===== src/hdl/brb_pkg.sv =====
package brb_pkg;

    localparam int BYTE_W     = 8;
    localparam int ACT_W      = 3;
    localparam int LEN_W      = 7;
    localparam int CAP_W      = 11;
    localparam int RUN_W      = 10;
    localparam int IN_DATA_W  = 16;
    localparam int OUT_DATA_W = 40;
    localparam int OUT_USER_W = 1;

    localparam logic [RUN_W-1:0] RUN_MAX = '1;

    typedef enum logic [ACT_W-1:0] {
        ACT_WRITE = 3'd0,
        ACT_READ  = 3'd1,
        ACT_PEEK  = 3'd2,
        ACT_SKIP  = 3'd3,
        ACT_CLEAR = 3'd4
    } action_t;

    typedef enum logic {
        ST_IDLE,
        ST_EMIT
    } state_t;

    typedef struct packed {
        logic [BYTE_W-1:0] read_byte;
        logic              byte_valid;
        logic              end_of_run;
        logic [RUN_W-1:0]  moved_total;
        logic [RUN_W-1:0]  used_after;
        logic [RUN_W-1:0]  free_after;
    } result_t;

endpackage


===== src/hdl/brb_out.sv =====
module brb_out (
    input  logic             clk,
    input  logic             rst_n,
    input  logic             push,
    input  brb_pkg::result_t push_res,
    output logic             free,
    output logic             out_valid,
    input  logic             out_ready,
    output brb_pkg::result_t out_res
);

    import brb_pkg::*;

    logic    valid_reg;
    logic    valid_next;
    result_t res_reg;

    assign free       = !valid_reg || out_ready;
    assign valid_next = push || (valid_reg && !out_ready);

    always_ff @(posedge clk or negedge rst_n)
    begin
        if (!rst_n)
        begin
            valid_reg <= 1'b0;
        end
        else
        begin
            valid_reg <= valid_next;
        end
    end

    always_ff @(posedge clk)
    begin
        if (push)
        begin
            res_reg <= push_res;
        end
    end

    assign out_valid = valid_reg;
    assign out_res   = res_reg;

    a_no_overwrite: assert property (@(posedge clk) disable iff (!rst_n)
        (valid_reg && !out_ready) |-> !push)
        else $error("result pushed over a stalled item");

endmodule


===== config.mk =====
export PLATFORM = sky130hd
export DESIGN_NAME = brb_out
export DESIGN_NICKNAME = d
export VERILOG_FILES = /design/src/hdl/brb_pkg.sv /design/src/hdl/brb_out.sv
export SDC_FILE = /design/constraint.sdc
export NUM_CORES = 1
export LEC_CHECK = 0
export BUFFER_PORTS_ARGS = -buffer_cell sky130_fd_sc_hd__buf_2
export CAP_MARGIN = 20
export CORE_ASPECT_RATIO = 0.5
export CORE_MARGIN = 2
export CORE_UTILIZATION = 35
export DETAILED_ROUTE_END_ITERATION = 8
export GPL_ROUTABILITY_DRIVEN = 0
export PLACE_DENSITY_LB_ADDON = 0.12
export SLEW_MARGIN = 25
export SYNTH_ARGS = -nofsm -noshare
export SYNTH_HDL_FRONTEND = slang
export SYNTH_SLANG_ARGS = --single-unit

===== constraint.sdc =====
create_clock -name clk -period 1.25 [get_ports clk]
set_input_delay 0.0625 -clock clk [delete_from_list [all_inputs] [get_ports clk]]
set_output_delay 0.0625 -clock clk [all_outputs]
set_load 0.02 [all_outputs]

==> summary.md <==
| Metric | Value |
|---|---|
| Largest voltage drop on the vdd net | `0.750 mV` |
| Post-synth ARST share | `2.44%` |
| Number of buffers inserted during clock tree synthesis | `5` |
| Count of filler cells inserted in the layout | `263` |
| Leading cell type by number of instances after synthesis | `sky130_fd_sc_hd__edfxtp_1` |
| Cell count after synthesis | `43` |
| Wire length of the first global-routing pass | `between 3000 and 4000 µm` |
| Post-synth top flop | `sky130_fd_sc_hd__edfxtp_1` |
| Initial core utilization | `roughly 37%` |
| Number of buffer cells added on primary ports | `85` |
| Hold Fails Final Rpt | `0` |
| Final core area utilization | `between 60% and 70%` |
| Average footprint of a synthesized cell | `about 29 µm²` |
| Max FO, Critical Path | `2` |
| I/O Pins | `86` |
| Aggregate global routing overflow | `0` |
| Count of H-tree levels built during CTS | `2` |
| Router iterations before antenna repair | `2` |
| Clock tree from TritonCTS | `built` |
| Growth of design area from synthesis to finish | `80.6%` |
| Overall track demand over capacity in global routing | `about an eighth` |
| Summed negative setup slack over all endpoints | `0 ns` |
| Crit share post-route | `78.9%` |
| Worst endpoint required time | `1.19 ns` |
| Max-capacitance violation count | `0` |
| Maximum operating frequency | `1010 MHz` |
| Post-synth EDFFs | `40` |
| Unrepaired setup endpoints after global routing | `no` |
| Horizontal die dimension | `88.5 µm` |
| Number of nets produced by synthesis | `87` |
| Kind of path behind the tightest hold check | `input pin to flip-flop` |
| Number of vias after detailed routing | `893` |
| Number of nets in the finished design | `221` |
| Clock-pin slew of the registers on the worst-case setup and hold paths | `0.07 ns` |
| Full die area | `0.00409 mm²` |
| Top cells by area, synth | `sky130_fd_sc_hd__edfxtp_1, sky130_fd_sc_hd__dfrtp_1, sky130_fd_sc_hd__nand2b_4` |
| Post-detailed-route via-to-cell ratio | `3.90` |
| Largest area contributor in the netlist | `sky130_fd_sc_hd__edfxtp_1` |
| PwrDens | `1290 mW/mm²` |
| Min Hold Slack | `0.0498 ns` |
| Count of routing violations after the opening detailed-route iteration | `35` |
| Endpoint arrival time on the critical path | `0.92 ns` |
| Site Rows | `15` |
| Number of buffers on the longest clock path | `2` |
| Setup Buffers After CTS | `0` |
| Post-detailed-route wirelength per cell | `roughly 11 µm` |
| Maximum number of pins on one net before global-route repair | `33` |
| Chip Height | `46.2 µm` |
| Total chip power | `~2.9 mW` |
| Setup Skew | `0 ns` |
| Warning count from the yosys run | `0` |
| Syn Std Cell Area | `about 0.0012 mm²` |
| Cell chosen for the clock root | `sky130_fd_sc_hd__clkbuf_8` |
| Area of the placeable core | `0.00342 mm²` |
| Clock period minus final worst setup slack | `slightly below 1 ns` |
| Number of synthesized register bits | `41` |
| DRT antenna net count | `0` |
| Antenna violations before repair | `0` |
| Count of cell types in the netlist | `4` |
| Worst Tran Pin Value | `roughly 0.24 ns` |
| Clock Latency Late Sink | `0.28 ns` |
| Post-detailed-route DRC marker count | `0` |
| Leakage dissipation | `0.972 nW` |
| Share of cells above drive strength 1 | `53.9%` |
| Count of pins over their slew limit | `0` |
| Headroom to the max-slew limit | `84.0%` |
| Status | `complete, no violations` |
| Share of the synthesized area in the top cell type | `between 90 and 100%` |
| Via count of the first global-routing pass | `852` |
| Clock tree sinks | `41` |
| Type of element capturing the critical path | `primary output` |
| N_diodes | `0` |
| Path type of the worst setup path | `flip-flop to primary output` |
| Sort of element at the start of the critical path | `flip-flop` |
| Total wire length | `around 2600 µm` |
| Register area share after synthesis | `98.2%` |
| Top cells by instance count after synthesis | `sky130_fd_sc_hd__edfxtp_1, sky130_fd_sc_hd__dfrtp_1, sky130_fd_sc_hd__nand2b_2, sky130_fd_sc_hd__nand2b_4` |
| Number of failing setup endpoints in the final timing report | `0` |
## report_power, final
group / switching [mW] / internal, mW / total (mW)
Sequential: 0.0251 / 1.63 / 1.65
Combinational: 0.234 / 0.210 / 0.444
Clock: 0.426 / 0.385 / 0.810
## final timing paths
| kind | from | endpoint | slack [ns] | cells after the start |
|---|---|---|---|---|
| setup / recovery | out_valid$_DFF_PN0_ | free | 0.26 | 2 |
| hold / removal | out_ready | out_valid$_DFF_PN0_ | 0.05 | 3 |
| setup reg to reg | out_valid$_DFF_PN0_ | out_valid$_DFF_PN0_ | 0.60 | 2 |
| hold reg to reg | out_valid$_DFF_PN0_ | out_valid$_DFF_PN0_ | 0.54 | 2 |
| max in group asynchronous | rst_n | out_valid$_DFF_PN0_ | 1.09 | 2 |
| min in group asynchronous | rst_n | out_valid$_DFF_PN0_ | 0.07 | 2 |
## placed cells by master, fill, tap and decap left out
master and count:
sky130_fd_sc_hd__buf_12 1, sky130_fd_sc_hd__buf_2 85, sky130_fd_sc_hd__clkbuf_8 5, sky130_fd_sc_hd__clkinv_2 2, sky130_fd_sc_hd__clkinvlp_4 1, sky130_fd_sc_hd__dfrtp_1 1, sky130_fd_sc_hd__dlygate4sd3_1 41, sky130_fd_sc_hd__edfxtp_1 40
sky130_fd_sc_hd__nand2b_2 1, sky130_fd_sc_hd__nand2b_4 1
## registers in the layout (all words and copies together) (netlist names)
register and flops:
out_res 40, out_valid 1
## metal layers
metal	global-route usage [%]	wire (µm)	up-vias
li1	-	-	436
met1	13.1	943	414
met2	23.0	1480	41
met5	0	0	-
met3	5.91	194	2
met4	5.45	17	0
## kinds of logic (layout without fill, tap and decap cells)
group / count (synthesis) / count (layout) / share of synthesized area (%)
DFF: 41 / 41 / 98.2
buffers and inverters: 0 / 135 / 0
and+or+nand+nor: 2 / 2 / 1.80
## critical path: stages, from the launching register on
cell and delay (ns):
sky130_fd_sc_hd__dfrtp_1 0.41, sky130_fd_sc_hd__nand2b_4 0.08, sky130_fd_sc_hd__buf_2 0.16
## cell type report
class	count	area, µm²	area share [%]
Sequential cell	41	1230	54.4
Timing Repair Buffer	127	856	38.0
Clock buffer	5	68.8	3.05
Tap cell	51	63.8	2.83
Multi-Input combinational cell	2	22.5	0.999
Clock inverter	3	17.5	0.777
## metrics by stage
step           worst slack, ns  std cells  instance area (µm²)
5_1_grt                  0.218        229                 2250
3_3_place_gp             0.393        180                 1760
4_1_cts                  0.248        229                 2250
3_5_place_dp             0.377        180                 1760
6_report                 0.264        229                 2250
2_1_floorplan            0.478         43                 1250
## repair_timing
action,4_1_cts,5_1_grt
hold buffers,41,0
hold endpoints to repair,41,0
resized for setup,0,0
Note: power is estimated with default switching activity, not from simulation.
