===== config.mk =====
export PLATFORM = sky130hd
export DESIGN_NAME = brb_ctrl
export DESIGN_NICKNAME = d
export VERILOG_FILES = /design/src/hdl/brb_pkg.sv /design/src/hdl/brb_ctrl.sv
export SDC_FILE = /design/constraint.sdc
export NUM_CORES = 1
export LEC_CHECK = 0
export ABC_AREA = 1
export BUFFER_PORTS_ARGS = -buffer_cell sky130_fd_sc_hd__buf_2
export CORE_MARGIN = 2
export CORE_UTILIZATION = 35
export CTS_CLUSTER_DIAMETER = 50
export CTS_CLUSTER_SIZE = 40
export DETAILED_ROUTE_END_ITERATION = 7
export GPL_ROUTABILITY_DRIVEN = 1
export GPL_TIMING_DRIVEN = 0
export SETUP_SLACK_MARGIN = 0.1
export SYNTH_ARGS = -nofsm -noshare
export SYNTH_HDL_FRONTEND = slang
export SYNTH_SLANG_ARGS = --single-unit

===== constraint.sdc =====
create_clock -name clk -period 12.4 [get_ports clk]
set_input_delay 1.86 -clock clk [delete_from_list [all_inputs] [get_ports clk]]
set_output_delay 1.86 -clock clk [all_outputs]
set_load 0.02 [all_outputs]

===== src/hdl/brb_pkg.sv =====
package brb_pkg;

    localparam int BYTE_W     = 8;
    localparam int ACT_W      = 3;
    localparam int LEN_W      = 7;
    localparam int CAP_W      = 11;
    localparam int RUN_W      = 10;
    localparam int IN_DATA_W  = 16;
    localparam int OUT_DATA_W = 40;
    localparam int OUT_USER_W = 1;

    localparam logic [RUN_W-1:0] RUN_MAX = '1;

    typedef enum logic [ACT_W-1:0] {
        ACT_WRITE = 3'd0,
        ACT_READ  = 3'd1,
        ACT_PEEK  = 3'd2,
        ACT_SKIP  = 3'd3,
        ACT_CLEAR = 3'd4
    } action_t;

    typedef enum logic {
        ST_IDLE,
        ST_EMIT
    } state_t;

    typedef struct packed {
        logic [BYTE_W-1:0] read_byte;
        logic              byte_valid;
        logic              end_of_run;
        logic [RUN_W-1:0]  moved_total;
        logic [RUN_W-1:0]  used_after;
        logic [RUN_W-1:0]  free_after;
    } result_t;

endpackage


===== src/hdl/brb_ctrl.sv =====
module brb_ctrl #(
    parameter int DEPTH     = 1024,
    parameter int MAX_BURST = 64,
    localparam int PTR_W = (DEPTH > 1) ? $clog2(DEPTH) : 1
) (
    input  logic                      clk,
    input  logic                      rst_n,
    input  logic                      in_valid,
    output logic                      in_ready,
    input  logic [brb_pkg::ACT_W-1:0] in_action,
    input  logic [brb_pkg::BYTE_W-1:0] in_data,
    input  logic                      in_eow,
    input  logic [brb_pkg::LEN_W-1:0] in_length,
    input  logic                      cfg_we,
    input  logic [brb_pkg::CAP_W-1:0] cfg_wdata,
    input  logic                      out_free,
    output logic                      out_push,
    output brb_pkg::result_t          out_res,
    output logic                      mem_we,
    output logic [PTR_W-1:0]          mem_waddr,
    output logic [brb_pkg::BYTE_W-1:0] mem_wdata,
    output logic                      mem_re,
    output logic [PTR_W-1:0]          mem_raddr,
    input  logic [brb_pkg::BYTE_W-1:0] mem_rdata
);

    import brb_pkg::*;

    localparam int AW      = (PTR_W > CAP_W) ? PTR_W : CAP_W;
    localparam int CNT_W   = $clog2(MAX_BURST + 1);
    localparam int CAP_MAX = (DEPTH > 2047) ? 2047 : DEPTH;
    localparam int CAP_RST = (DEPTH < 1024) ? DEPTH : 1024;

    localparam logic [CAP_W-1:0] CAP_MAX_V = CAP_W'(CAP_MAX);
    localparam logic [CAP_W-1:0] CAP_RST_V = CAP_W'(CAP_RST);
    localparam logic [CAP_W-1:0] CAP_MIN_V = CAP_W'(2);
    localparam logic [LEN_W-1:0] BURST_V   = LEN_W'(MAX_BURST);

    state_t             state_reg, state_next;
    logic [PTR_W-1:0]   wp_reg, wp_next;
    logic [PTR_W-1:0]   rp_reg, rp_next;
    logic [PTR_W-1:0]   p_reg, p_next;
    logic [RUN_W-1:0]   run_reg, run_next;
    logic [CAP_W-1:0]   cap_reg, cap_next;
    logic [CNT_W-1:0]   cnt_reg, cnt_next;
    logic [CNT_W-1:0]   n_reg, n_next;
    logic [CAP_W-1:0]   used0_reg, used0_next;
    logic               is_read_reg, is_read_next;

    action_t            act;
    logic               accept;
    logic [CAP_W-1:0]   used;
    logic [CAP_W-1:0]   free_now;
    logic [LEN_W-1:0]   len_c;
    logic [CNT_W-1:0]   n_c;
    logic [CNT_W-1:0]   cnt_inc;
    logic               run_last;
    logic [AW-1:0]      skip_sum;
    logic [RUN_W-1:0]   run_inc;
    logic               wr_ok;
    logic [CAP_W-1:0]   used_emit;

    function automatic logic [PTR_W-1:0] step_ptr(input logic [PTR_W-1:0] p,
                                                  input logic [CAP_W-1:0] cap);
        logic [AW-1:0] q;
        q = AW'(p) + AW'(1);
        return (q >= AW'(cap)) ? '0 : q[PTR_W-1:0];
    endfunction

    function automatic logic [CAP_W-1:0] held(input logic [PTR_W-1:0] wp,
                                              input logic [PTR_W-1:0] rp,
                                              input logic [CAP_W-1:0] cap);
        logic [AW-1:0] d;
        if (wp >= rp)
        begin
            d = AW'(wp) - AW'(rp);
        end
        else
        begin
            d = AW'(cap) - (AW'(rp) - AW'(wp));
        end
        return d[CAP_W-1:0];
    endfunction

    function automatic logic [RUN_W-1:0] free_of(input logic [CAP_W-1:0] u,
                                                 input logic [CAP_W-1:0] cap);
        logic [CAP_W-1:0] f;
        f = cap - u - CAP_W'(1);
        return f[RUN_W-1:0];
    endfunction

    assign act      = action_t'(in_action);
    assign accept   = in_valid && in_ready;
    assign used     = held(wp_reg, rp_reg, cap_reg);
    assign free_now = cap_reg - used - CAP_W'(1);
    assign len_c    = (in_length > BURST_V) ? BURST_V : in_length;
    assign n_c      = (CAP_W'(len_c) < used) ? CNT_W'(len_c) : CNT_W'(used);
    assign cnt_inc  = cnt_reg + CNT_W'(1);
    assign run_last = (cnt_inc == n_reg);
    assign skip_sum = AW'(rp_reg) + AW'(n_c);
    assign wr_ok    = (free_now != '0);
    assign run_inc  = (run_reg == RUN_MAX) ? run_reg : run_reg + RUN_W'(1);
    assign used_emit = is_read_reg ? (used0_reg - CAP_W'(cnt_inc)) : used0_reg;

    // state machine: next state
    always_comb
    begin
        state_next = state_reg;
        unique case (state_reg)
            ST_IDLE:
            begin
                if (!cfg_we && accept && (act == ACT_READ || act == ACT_PEEK)
                    && n_c != '0)
                begin
                    state_next = ST_EMIT;
                end
            end
            ST_EMIT:
            begin
                if (out_free && run_last)
                begin
                    state_next = ST_IDLE;
                end
            end
            default: state_next = ST_IDLE;
        endcase
    end

    // state machine: outputs
    always_comb
    begin
        unique case (state_reg)
            ST_IDLE: in_ready = out_free;
            ST_EMIT: in_ready = 1'b0;
            default: in_ready = 1'b0;
        endcase
    end

    // pointers, memory access and results
    always_comb
    begin
        wp_next      = wp_reg;
        rp_next      = rp_reg;
        p_next       = p_reg;
        run_next     = run_reg;
        cap_next     = cap_reg;
        cnt_next     = cnt_reg;
        n_next       = n_reg;
        used0_next   = used0_reg;
        is_read_next = is_read_reg;
        out_push     = 1'b0;
        out_res      = '0;
        mem_we       = 1'b0;
        mem_waddr    = wp_reg;
        mem_wdata    = in_data;
        mem_re       = 1'b0;
        mem_raddr    = rp_reg;

        if (cfg_we)
        begin
            if (cfg_wdata < CAP_MIN_V)
            begin
                cap_next = CAP_MIN_V;
            end
            else if (cfg_wdata > CAP_MAX_V)
            begin
                cap_next = CAP_MAX_V;
            end
            else
            begin
                cap_next = cfg_wdata;
            end
            wp_next  = '0;
            rp_next  = '0;
            run_next = '0;
        end
        else if (state_reg == ST_IDLE)
        begin
            if (accept)
            begin
                unique case (act)
                    ACT_WRITE:
                    begin
                        out_push           = 1'b1;
                        out_res.end_of_run = 1'b1;
                        out_res.byte_valid = wr_ok;
                        if (wr_ok)
                        begin
                            mem_we              = 1'b1;
                            wp_next             = step_ptr(wp_reg, cap_reg);
                            out_res.moved_total = run_inc;
                            out_res.used_after  = RUN_W'(used + CAP_W'(1));
                            out_res.free_after  = free_of(used + CAP_W'(1), cap_reg);
                        end
                        else
                        begin
                            out_res.moved_total = run_reg;
                            out_res.used_after  = RUN_W'(used);
                            out_res.free_after  = free_of(used, cap_reg);
                        end
                        run_next = in_eow ? '0 : out_res.moved_total;
                    end
                    ACT_READ, ACT_PEEK:
                    begin
                        if (n_c == '0)
                        begin
                            out_push           = 1'b1;
                            out_res.end_of_run = 1'b1;
                            out_res.used_after = RUN_W'(used);
                            out_res.free_after = free_of(used, cap_reg);
                        end
                        else
                        begin
                            mem_re       = 1'b1;
                            mem_raddr    = rp_reg;
                            p_next       = rp_reg;
                            cnt_next     = '0;
                            n_next       = n_c;
                            used0_next   = used;
                            is_read_next = (act == ACT_READ);
                        end
                    end
                    ACT_SKIP:
                    begin
                        rp_next = (skip_sum >= AW'(cap_reg))
                                  ? PTR_W'(skip_sum - AW'(cap_reg))
                                  : PTR_W'(skip_sum);
                        out_push            = 1'b1;
                        out_res.end_of_run  = 1'b1;
                        out_res.moved_total = RUN_W'(n_c);
                        out_res.used_after  = RUN_W'(used - CAP_W'(n_c));
                        out_res.free_after  = free_of(used - CAP_W'(n_c), cap_reg);
                    end
                    ACT_CLEAR:
                    begin
                        wp_next            = '0;
                        rp_next            = '0;
                        run_next           = '0;
                        out_push           = 1'b1;
                        out_res.end_of_run = 1'b1;
                        out_res.free_after = free_of('0, cap_reg);
                    end
                    default:
                    begin
                    end
                endcase
            end
        end
        else if (out_free)
        begin
            out_push            = 1'b1;
            out_res.read_byte   = mem_rdata;
            out_res.byte_valid  = 1'b1;
            out_res.end_of_run  = run_last;
            out_res.moved_total = RUN_W'(cnt_inc);
            out_res.used_after  = RUN_W'(used_emit);
            out_res.free_after  = free_of(used_emit, cap_reg);
            p_next              = step_ptr(p_reg, cap_reg);
            cnt_next            = cnt_inc;
            if (is_read_reg)
            begin
                rp_next = p_next;
            end
            if (!run_last)
            begin
                mem_re    = 1'b1;
                mem_raddr = p_next;
            end
        end
    end

    always_ff @(posedge clk or negedge rst_n)
    begin
        if (!rst_n)
        begin
            state_reg <= ST_IDLE;
            wp_reg    <= '0;
            rp_reg    <= '0;
            run_reg   <= '0;
            cap_reg   <= CAP_RST_V;
        end
        else
        begin
            state_reg <= state_next;
            wp_reg    <= wp_next;
            rp_reg    <= rp_next;
            run_reg   <= run_next;
            cap_reg   <= cap_next;
        end
    end

    always_ff @(posedge clk)
    begin
        p_reg       <= p_next;
        cnt_reg     <= cnt_next;
        n_reg       <= n_next;
        used0_reg   <= used0_next;
        is_read_reg <= is_read_next;
    end

    a_push_when_free: assert property (@(posedge clk) disable iff (!rst_n)
        out_push |-> out_free)
        else $error("result pushed while output stage is full");

    a_ptr_in_range: assert property (@(posedge clk) disable iff (!rst_n)
        (AW'(wp_reg) < AW'(cap_reg)) && (AW'(rp_reg) < AW'(cap_reg)))
        else $error("pointer beyond capacity");

    a_never_full_slot: assert property (@(posedge clk) disable iff (!rst_n)
        used < cap_reg)
        else $error("buffer holds capacity bytes");

    a_run_count: assert property (@(posedge clk) disable iff (!rst_n)
        (state_reg == ST_EMIT) |-> (cnt_reg < n_reg))
        else $error("burst count past its length");

    a_no_write_in_burst: assert property (@(posedge clk) disable iff (!rst_n)
        (state_reg == ST_EMIT) |-> !mem_we)
        else $error("byte stored during a burst");

endmodule


==> key figures, run 1 <==
Yosys
  • Cell taking the most area after synthesis: ha_1
  • Share of the synthesized area in the top cell type: between 10 and 15%
  • Post-Syn Area: around 0.010 mm2
  • Synth unique cells: 60
  • Synth area leaders: ha_1, edfxtp_1, nand2_1
  • Syn. warnings: 0
  • Avg Inst Size Synth: between 6 and 7 um2
  • Mapped Nets: between 1.5k and 2k
  • Synth async-reset ratio: 54.5%
  • Yosys reg bits: 77
  • Post-synth top flop: dfrtp_1
  • Syn Inst Count: approximately 1.5k
  • Sequential share of the synthesized area: between 20 and 25%
  • Number of flops mapped to enable cells by yosys: 35

Route
  • DR vias: 10.5k
  • Antenna-violating nets left: 0
  • Post-Route WL: approximately 34000 um
  • DR iter-0 viols: 775
  • WL/cell: 17.2 um
  • DRC viols: 0
  • TritonRoute pass-1 iters: 5
  • DR vias/cell: about 5.2

Worst setup path
  • Critical path arrival: between 8000 and 9000 ps
  • WP data required: between 10000 and 15000 ps
  • Crit path launch: cap_reg[1]$_DFFE_PN0P_
  • Buf+Inv Stages, Crit Path: 7
  • Worst setup SP type: register
  • Slowest cell on the critical path: dfrtp_1
  • CP Capture Type: output port
  • Setup CP Type: reg2out
  • R2r startpoint: cap_reg[1]$_DFFE_PN0P_
  • Slowest Stage Delay on Critical Path: about 930 ps
  • Delay-heaviest family, CP: compound AO/OA/AOI/OAI gates
  • Most frequent cell on the critical path: nand2_1
  • Crit-path max FO: 11

Floorplan
  • DIE AREA: slightly above 0.03 mm2
  • Die span in y: 176 um
  • # rows: 62
  • DIE WIDTH: ~180 um
  • Core Region: ~0.029 mm2
  • # IOs: 115
  • Initial Util: between 30% and 40%

Clocking
  • CTS Buf Count: 9
  • Worst-Skew Late Latency: ~360 ps
  • Clock Sinks: between 70 and 80
  • Resized cells post-CTS: 0
  • Clk root buf: clkbuf_16
  • CTS tree: done
  • Clk slew on worst S/H paths: 70 ps
  • Postcts setup bufs: 0
  • H-Tree Depth: 3
  • Hold buffers post-CTS: 0
  • CTS Buffer Depth: 2

Flow run
  • Max-Cap Viols: 0

STA
  • Setup violations, final: 0
  • Setup TNS: 0 ps
  • Slew Viols, Final: 0
  • Final period util: a little over 80%
  • Fmax: 98.2 MHz
  • RSZ-0062 raised after global routing: no
  • Slew headroom: about 29%
  • Final hold viol count: 0
  • Final min period: ~10000 ps
  • Worst clock skew: roughly 13 ps
  • Worst-Margin Slew: 1060 ps

Placed design
  • DP HPWL: between 20000 and 30000 um
  • # port buffers: 106
  • Gpl congestion: about 0.93

Global routing
  • GR Overflow Total: 0
  • First-pass GRT wire length: 53100 um
  • Pin count of the biggest net entering global routing: 43
  • Total GRT Usage: ~22%
  • Initial antenna violation count: 0
  • Vias in the first global route: slightly below 10k

Layout
  • Layout cells sized above 1: between 10% and 20%
  • Layout area overhead: 12.6%
  • Number of diodes: 0
  • Max reg flops: 11
  • # nets final: ~1.8k

Outcome
  • Outcome: finished, final reports clean

Worst hold path
  • Hold path start: run_reg[3]$_DFFE_PN0P_
  • Hold Crit Class: reg2reg
[worst register-to-register path: cells and delay by family, from the launching register on]
| family | cells | cell delay [ps] |
|---|---|---|
| buffers and inverters | 8 | 1270 |
| XOR/XNOR | 1 | 220 |
| AO/OA/AOI/OAI | 7 | 2420 |
| flip-flops | 1 | 930 |
| AND/OR/NAND/NOR | 12 | 1450 |
| adder cells (fa/ha/maj) | 6 | 2370 |
[cell usage after synthesis (all sizes together) (7+ instances only)]
library cell  count
a21oi            96
buf              12
or2              10
o211ai            8
a31oi             7
xor2             66
xnor2            20
o22ai            42
clkbuf           12
nor3             23
nor2            152
o21bai           20
dfrtp            41
nand2           290
nand4            12
o21ai           113
nand3            96
fa               19
inv             247
ha              121
edfxtp           35
nand3b            8
a21o              7
[per-stage QoR]
step / cells / cell area [um2] / hold WS, ps / utilization [%] / setup slack (ps)
floorplan: 1492 / 10300 / 515 / - / 4200
global placement: 1982 / 11300 / 555 / 39.2 / 2800
detailed placement: 1982 / 11300 / 565 / 39.2 / 2730
CTS: 1998 / 11600 / 581 / 40.2 / 2350
global route: 1998 / 11600 / 630 / 40.2 / 1560
finish: 1998 / 11600 / 585 / 40.2 / 2220
[kinds of logic after synthesis]
kind of cell	Yosys count	synth area share, %
AND/OR/NAND/NOR	602	26.0
AO/OA/AOI/OAI	312	17.3
buffers and inverters	274	10.6
adder cells (fa/ha/maj)	140	18.4
XOR/XNOR	86	7.30
flip-flops	77	20.4
multiplexers	1	0.0971
[metal layers]
| layer | share of wire, % | GRT usage [%] | vias up |
|---|---|---|---|
| met5 | 0 | 0 | - |
| met4 | 1.9 | 5.51 | 0 |
| met3 | 5.7 | 2.81 | 44 |
| met2 | 46 | 36.8 | 349 |
| met1 | 46 | 30.5 | 4868 |
| li1 | - | - | 5200 |
[cell type report]
cell class              count  area, um2
plain buffers              24        138
clock buffers              10        229
clock inverters             6       62.6
fillers                  3149      17200
inverters                 250        953
multi-input cells        1141       7120
flip-flops and latches     77       2100
well taps                 384        480
repair buffers            106        531
[placed cells by master (no fill, tap or decap), types with 7 or more instances in the layout]
cell and instances:
nand2_2 7, buf_2 108, nand3_1 92, nand2_1 277
a21oi_1 95, o21bai_1 20, clkbuf_1 13, clkbuf_16 9
o21ai_0 93, ha_1 121, a31oi_1 7, or2_2 9
dfrtp_1 41, xor2_1 66, nand3b_1 8, edfxtp_1 35
a21o_1 7, nor2_1 148, o211ai_1 8, o21ai_1 17
nand4_1 12, nor3_1 22, o22ai_1 42, inv_1 242
fa_1 19, buf_4 8, xnor2_1 20
[final timing paths]
check | end | slack (ps) | depth (start not counted)
min in group asynchronous | rp_reg[8]$_DFFE_PN0P_ | 1670 | 1
min | run_reg[3]$_DFFE_PN0P_ | 580 | 2
max reg2reg | rp_reg[7]$_DFFE_PN0P_ | 3620 | 34
max | out_res[8] | 2220 | 36
max in group asynchronous | run_reg[3]$_DFFE_PN0P_ | 10060 | 1
min reg2reg | run_reg[3]$_DFFE_PN0P_ | 580 | 2
Power of run 1 is left out: the tool's default activity adds up to more than one toggle a clock period on the data nets, which glitch-free logic cannot reach.
==> run 2: changes to the inputs <==
ABC_AREA = 0   (was 1)
clock period = 10.1 ns   (was 12.4 ns; I/O delays follow)
==> key figures, run 2 <==
Worst setup path
  • Critical path arrival: approximately 8300 ps
  • R2R depth: 32
  • Crit-path max FO: 9
  • WP data required: between 8000 and 9000 ps
  • Setup CP Type: reg2out
  • CP Capture Type: output port
  • Buf+Inv Stages, Crit Path: 6
  • Delay-heaviest family, CP: compound AO/OA/AOI/OAI gates
  • Slowest cell on the critical path: dfrtp_1
  • Critical path depth: 32
  • Worst setup SP type: register
  • Slowest Stage Delay on Critical Path: 610 ps

Placed design
  • Post-DP Area: around 0.012 mm2
  • Pre-CTS WS: -1860 ps
  • Dpl cells: around 1.8k
  • Gpl congestion: 0.965
  • # port buffers: 103
  • DP HPWL: slightly above 30000 um

Route
  • TritonRoute pass-1 iters: 6
  • DR vias: between 10k and 15k
  • DRC viols: 0
  • Post-Route WL: approximately 38000 um
  • WL/cell: 20.6 um
  • Antenna-violating nets left: 0
  • DR iter-0 viols: between 1k and 1.5k
  • DR vias/cell: just under 6

Yosys
  • Number of flops mapped to enable cells by yosys: 35
  • Avg Inst Size Synth: between 8 and 9 um2
  • Post-synth top flop: dfrtp_1
  • Sequential share of the synthesized area: 19.9%
  • Synth area leaders: ha_1, edfxtp_1, dfrtp_1
  • Syn. warnings: 0
  • Share of the synthesized area in the top cell type: 14.3%
  • Adder-Cell Fraction of Synth Area: between 10% and 20%
  • Yosys reg bits: 77
  • Top cells by count, synth: nand2_1, ha_1, inv_1
  • Synth async-reset ratio: ~55%
  • Multiplexer share of the synthesized area: under 10%
  • Mapped Nets: 1497
  • Cell with the most instances after synthesis: nand2_1
  • Cell taking the most area after synthesis: ha_1
  • Synth unique cells: 84
  • Post-Syn Area: about 0.011 mm2
  • Largest family of logic cells by synthesized area: compound AO/OA/AOI/OAI gates
  • Synth Area in Compound Gates: 24.1%
  • Synth Area in XOR/XNOR: just over 10%
  • Synth Area in Simple Gates: between 10% and 20%
  • Syn Inst Count: between 1k and 1.5k

Clocking
  • Clk root buf: clkbuf_16
  • CTS tree: done
  • Worst-Skew Late Latency: around 360 ps
  • Hold buffers post-CTS: 0
  • CTS Buffer Depth: 2
  • H-Tree Depth: 3
  • Clock Sinks: a little under 80
  • Clk slew on worst S/H paths: 60 ps
  • CTS Buf Count: 9

Layout
  • # nets final: around 1.7k
  • Cell area after layout: 0.0125 mm2
  • Layout cells sized above 1: a little under a fifth
  • Layout area overhead: 18.4%
  • Most frequent cells in the layout: nand2_1, ha_1, buf_2
  • FILL cells: slightly above 3k
  • Finished Layout Cells: between 1.5k and 2k
  • Commonest non-fill, non-tap cell in the layout: nand2_1
  • Max reg flops: 11
  • Number of diodes: 0

Global routing
  • Pin count of the biggest net entering global routing: between 40 and 50
  • GR Overflow Total: 0
  • Initial antenna violation count: 0
  • Total GRT Usage: 24.3%
  • First-pass GRT wire length: ~58000 um
  • Vias in the first global route: roughly 10k

STA
  • Worst clock skew: 15.2 ps
  • Final setup margin: 279 ps
  • Setup violations, final: 0
  • Final period util: between 90% and 100%
  • Fmax: just over 100 MHz
  • Slew Viols, Final: 0
  • Worst-Margin Slew: 1090 ps
  • Hold WS: between 500 and 600 ps
  • Slew headroom: between 20% and 30%
  • Final min period: between 9000 and 10000 ps
  • Setup TNS: 0 ps
  • Final hold viol count: 0
  • RSZ-0062 raised after global routing: no

Floorplan
  • # IOs: 115
  • Core Region: around 0.030 mm2
  • DIE AREA: roughly 0.032 mm2
  • DIE WIDTH: 178 um
  • Initial Util: about 36%
  • # rows: 63
  • Die span in y: 178 um

Worst hold path
  • Hold Crit Class: reg2reg
  • Worst Hold Depth: 2

Pwr
  • Static leakage: between 5 and 6 nW
  • PD cells: around 270 mW/mm2
  • VDD IR max: ~110 uV

Flow run
  • Max-Cap Viols: 0

Outcome
  • Outcome: finished, final reports clean
## run 2: cell families after synthesis
group	Yosys count
and+or+nand+nor	413
AOI/OAI and AO/OA	381
buffers and inverters	148
adders and majority gates	141
xor gates and xnor gates	124
DFF	77
muxes	30
## run 2: repair_timing
item                       in CTS  in global routing
pin swaps                       3                 12
cloned                          0                  0
setup endpoints to repair      26                  2
setup buffers                  18                 25
resized for setup              56                 29
## run 2: worst reg2reg max path, delay by kind of cell (launching register included)
family / cells / cell delay, ps
AOI/OAI and AO/OA: 10 / 2400
xor gates and xnor gates: 2 / 310
adders and majority gates: 4 / 1610
buffers and inverters: 5 / 1410
DFF: 1 / 610
muxes: 1 / 250
and+or+nand+nor: 10 / 2040
## run 2: path summary, 6_finish.rpt
kind                            slack (ps)                     end                   start
worst min-delay path                   520  run_reg[8]$_DFFE_PN0P_  run_reg[8]$_DFFE_PN0P_
min in group asynchronous             1370   rp_reg[7]$_DFFE_PN0P_                   rst_n
worst max-delay path                   280              out_res[9]  cap_reg[6]$_DFFE_PN0P_
worst min register to register         520  run_reg[8]$_DFFE_PN0P_  run_reg[8]$_DFFE_PN0P_
max in group asynchronous             7940  cap_reg[1]$_DFFE_PN0P_                   rst_n
worst max register to register        1370   rp_reg[1]$_DFFE_PN0P_  cap_reg[6]$_DFFE_PN0P_
## run 2: final cells by class
type / count / area (um2) / area share, %
clock inverters: 5 / 53.8 / 0.430
inverters: 102 / 405 / 3.24
clock buffers: 11 / 254 / 2.03
multi-input cells: 1089 / 8090 / 64.6
repair buffers: 147 / 848 / 6.78
well taps: 390 / 488 / 3.90
plain buffers: 46 / 253 / 2.02
flip-flops and latches: 77 / 2120 / 17.0
## run 2: where the power goes
part / total (mW) / internal, mW / switching (mW)
Clock: 0.345 / 0.207 / 0.138
Combinational: 2.65 / 1.09 / 1.57
Sequential: 0.407 / 0.373 / 0.0345
Total: 3.41 / 1.67 / 1.74
## run 2: stage by stage
stage	total power [mW]	utilization (%)
finish	3.41	42.1
global route	3.65	42.1
CTS	3.23	41.1
detailed placement	2.75	39.0
global placement	2.72	39.0
floorplan	2.18	-
## run 2: metal layers
| metal | wire length, um | up-vias | global-route usage, % |
|---|---|---|---|
| met5 | 0 | - | 0 |
| met4 | 1240 | 0 | 7.34 |
| met3 | 2930 | 75 | 3.36 |
| met2 | 17500 | 497 | 39.7 |
| met1 | 16800 | 5188 | 33.2 |
| li1 | - | 5105 | - |
(Power assumes the default switching activity.)
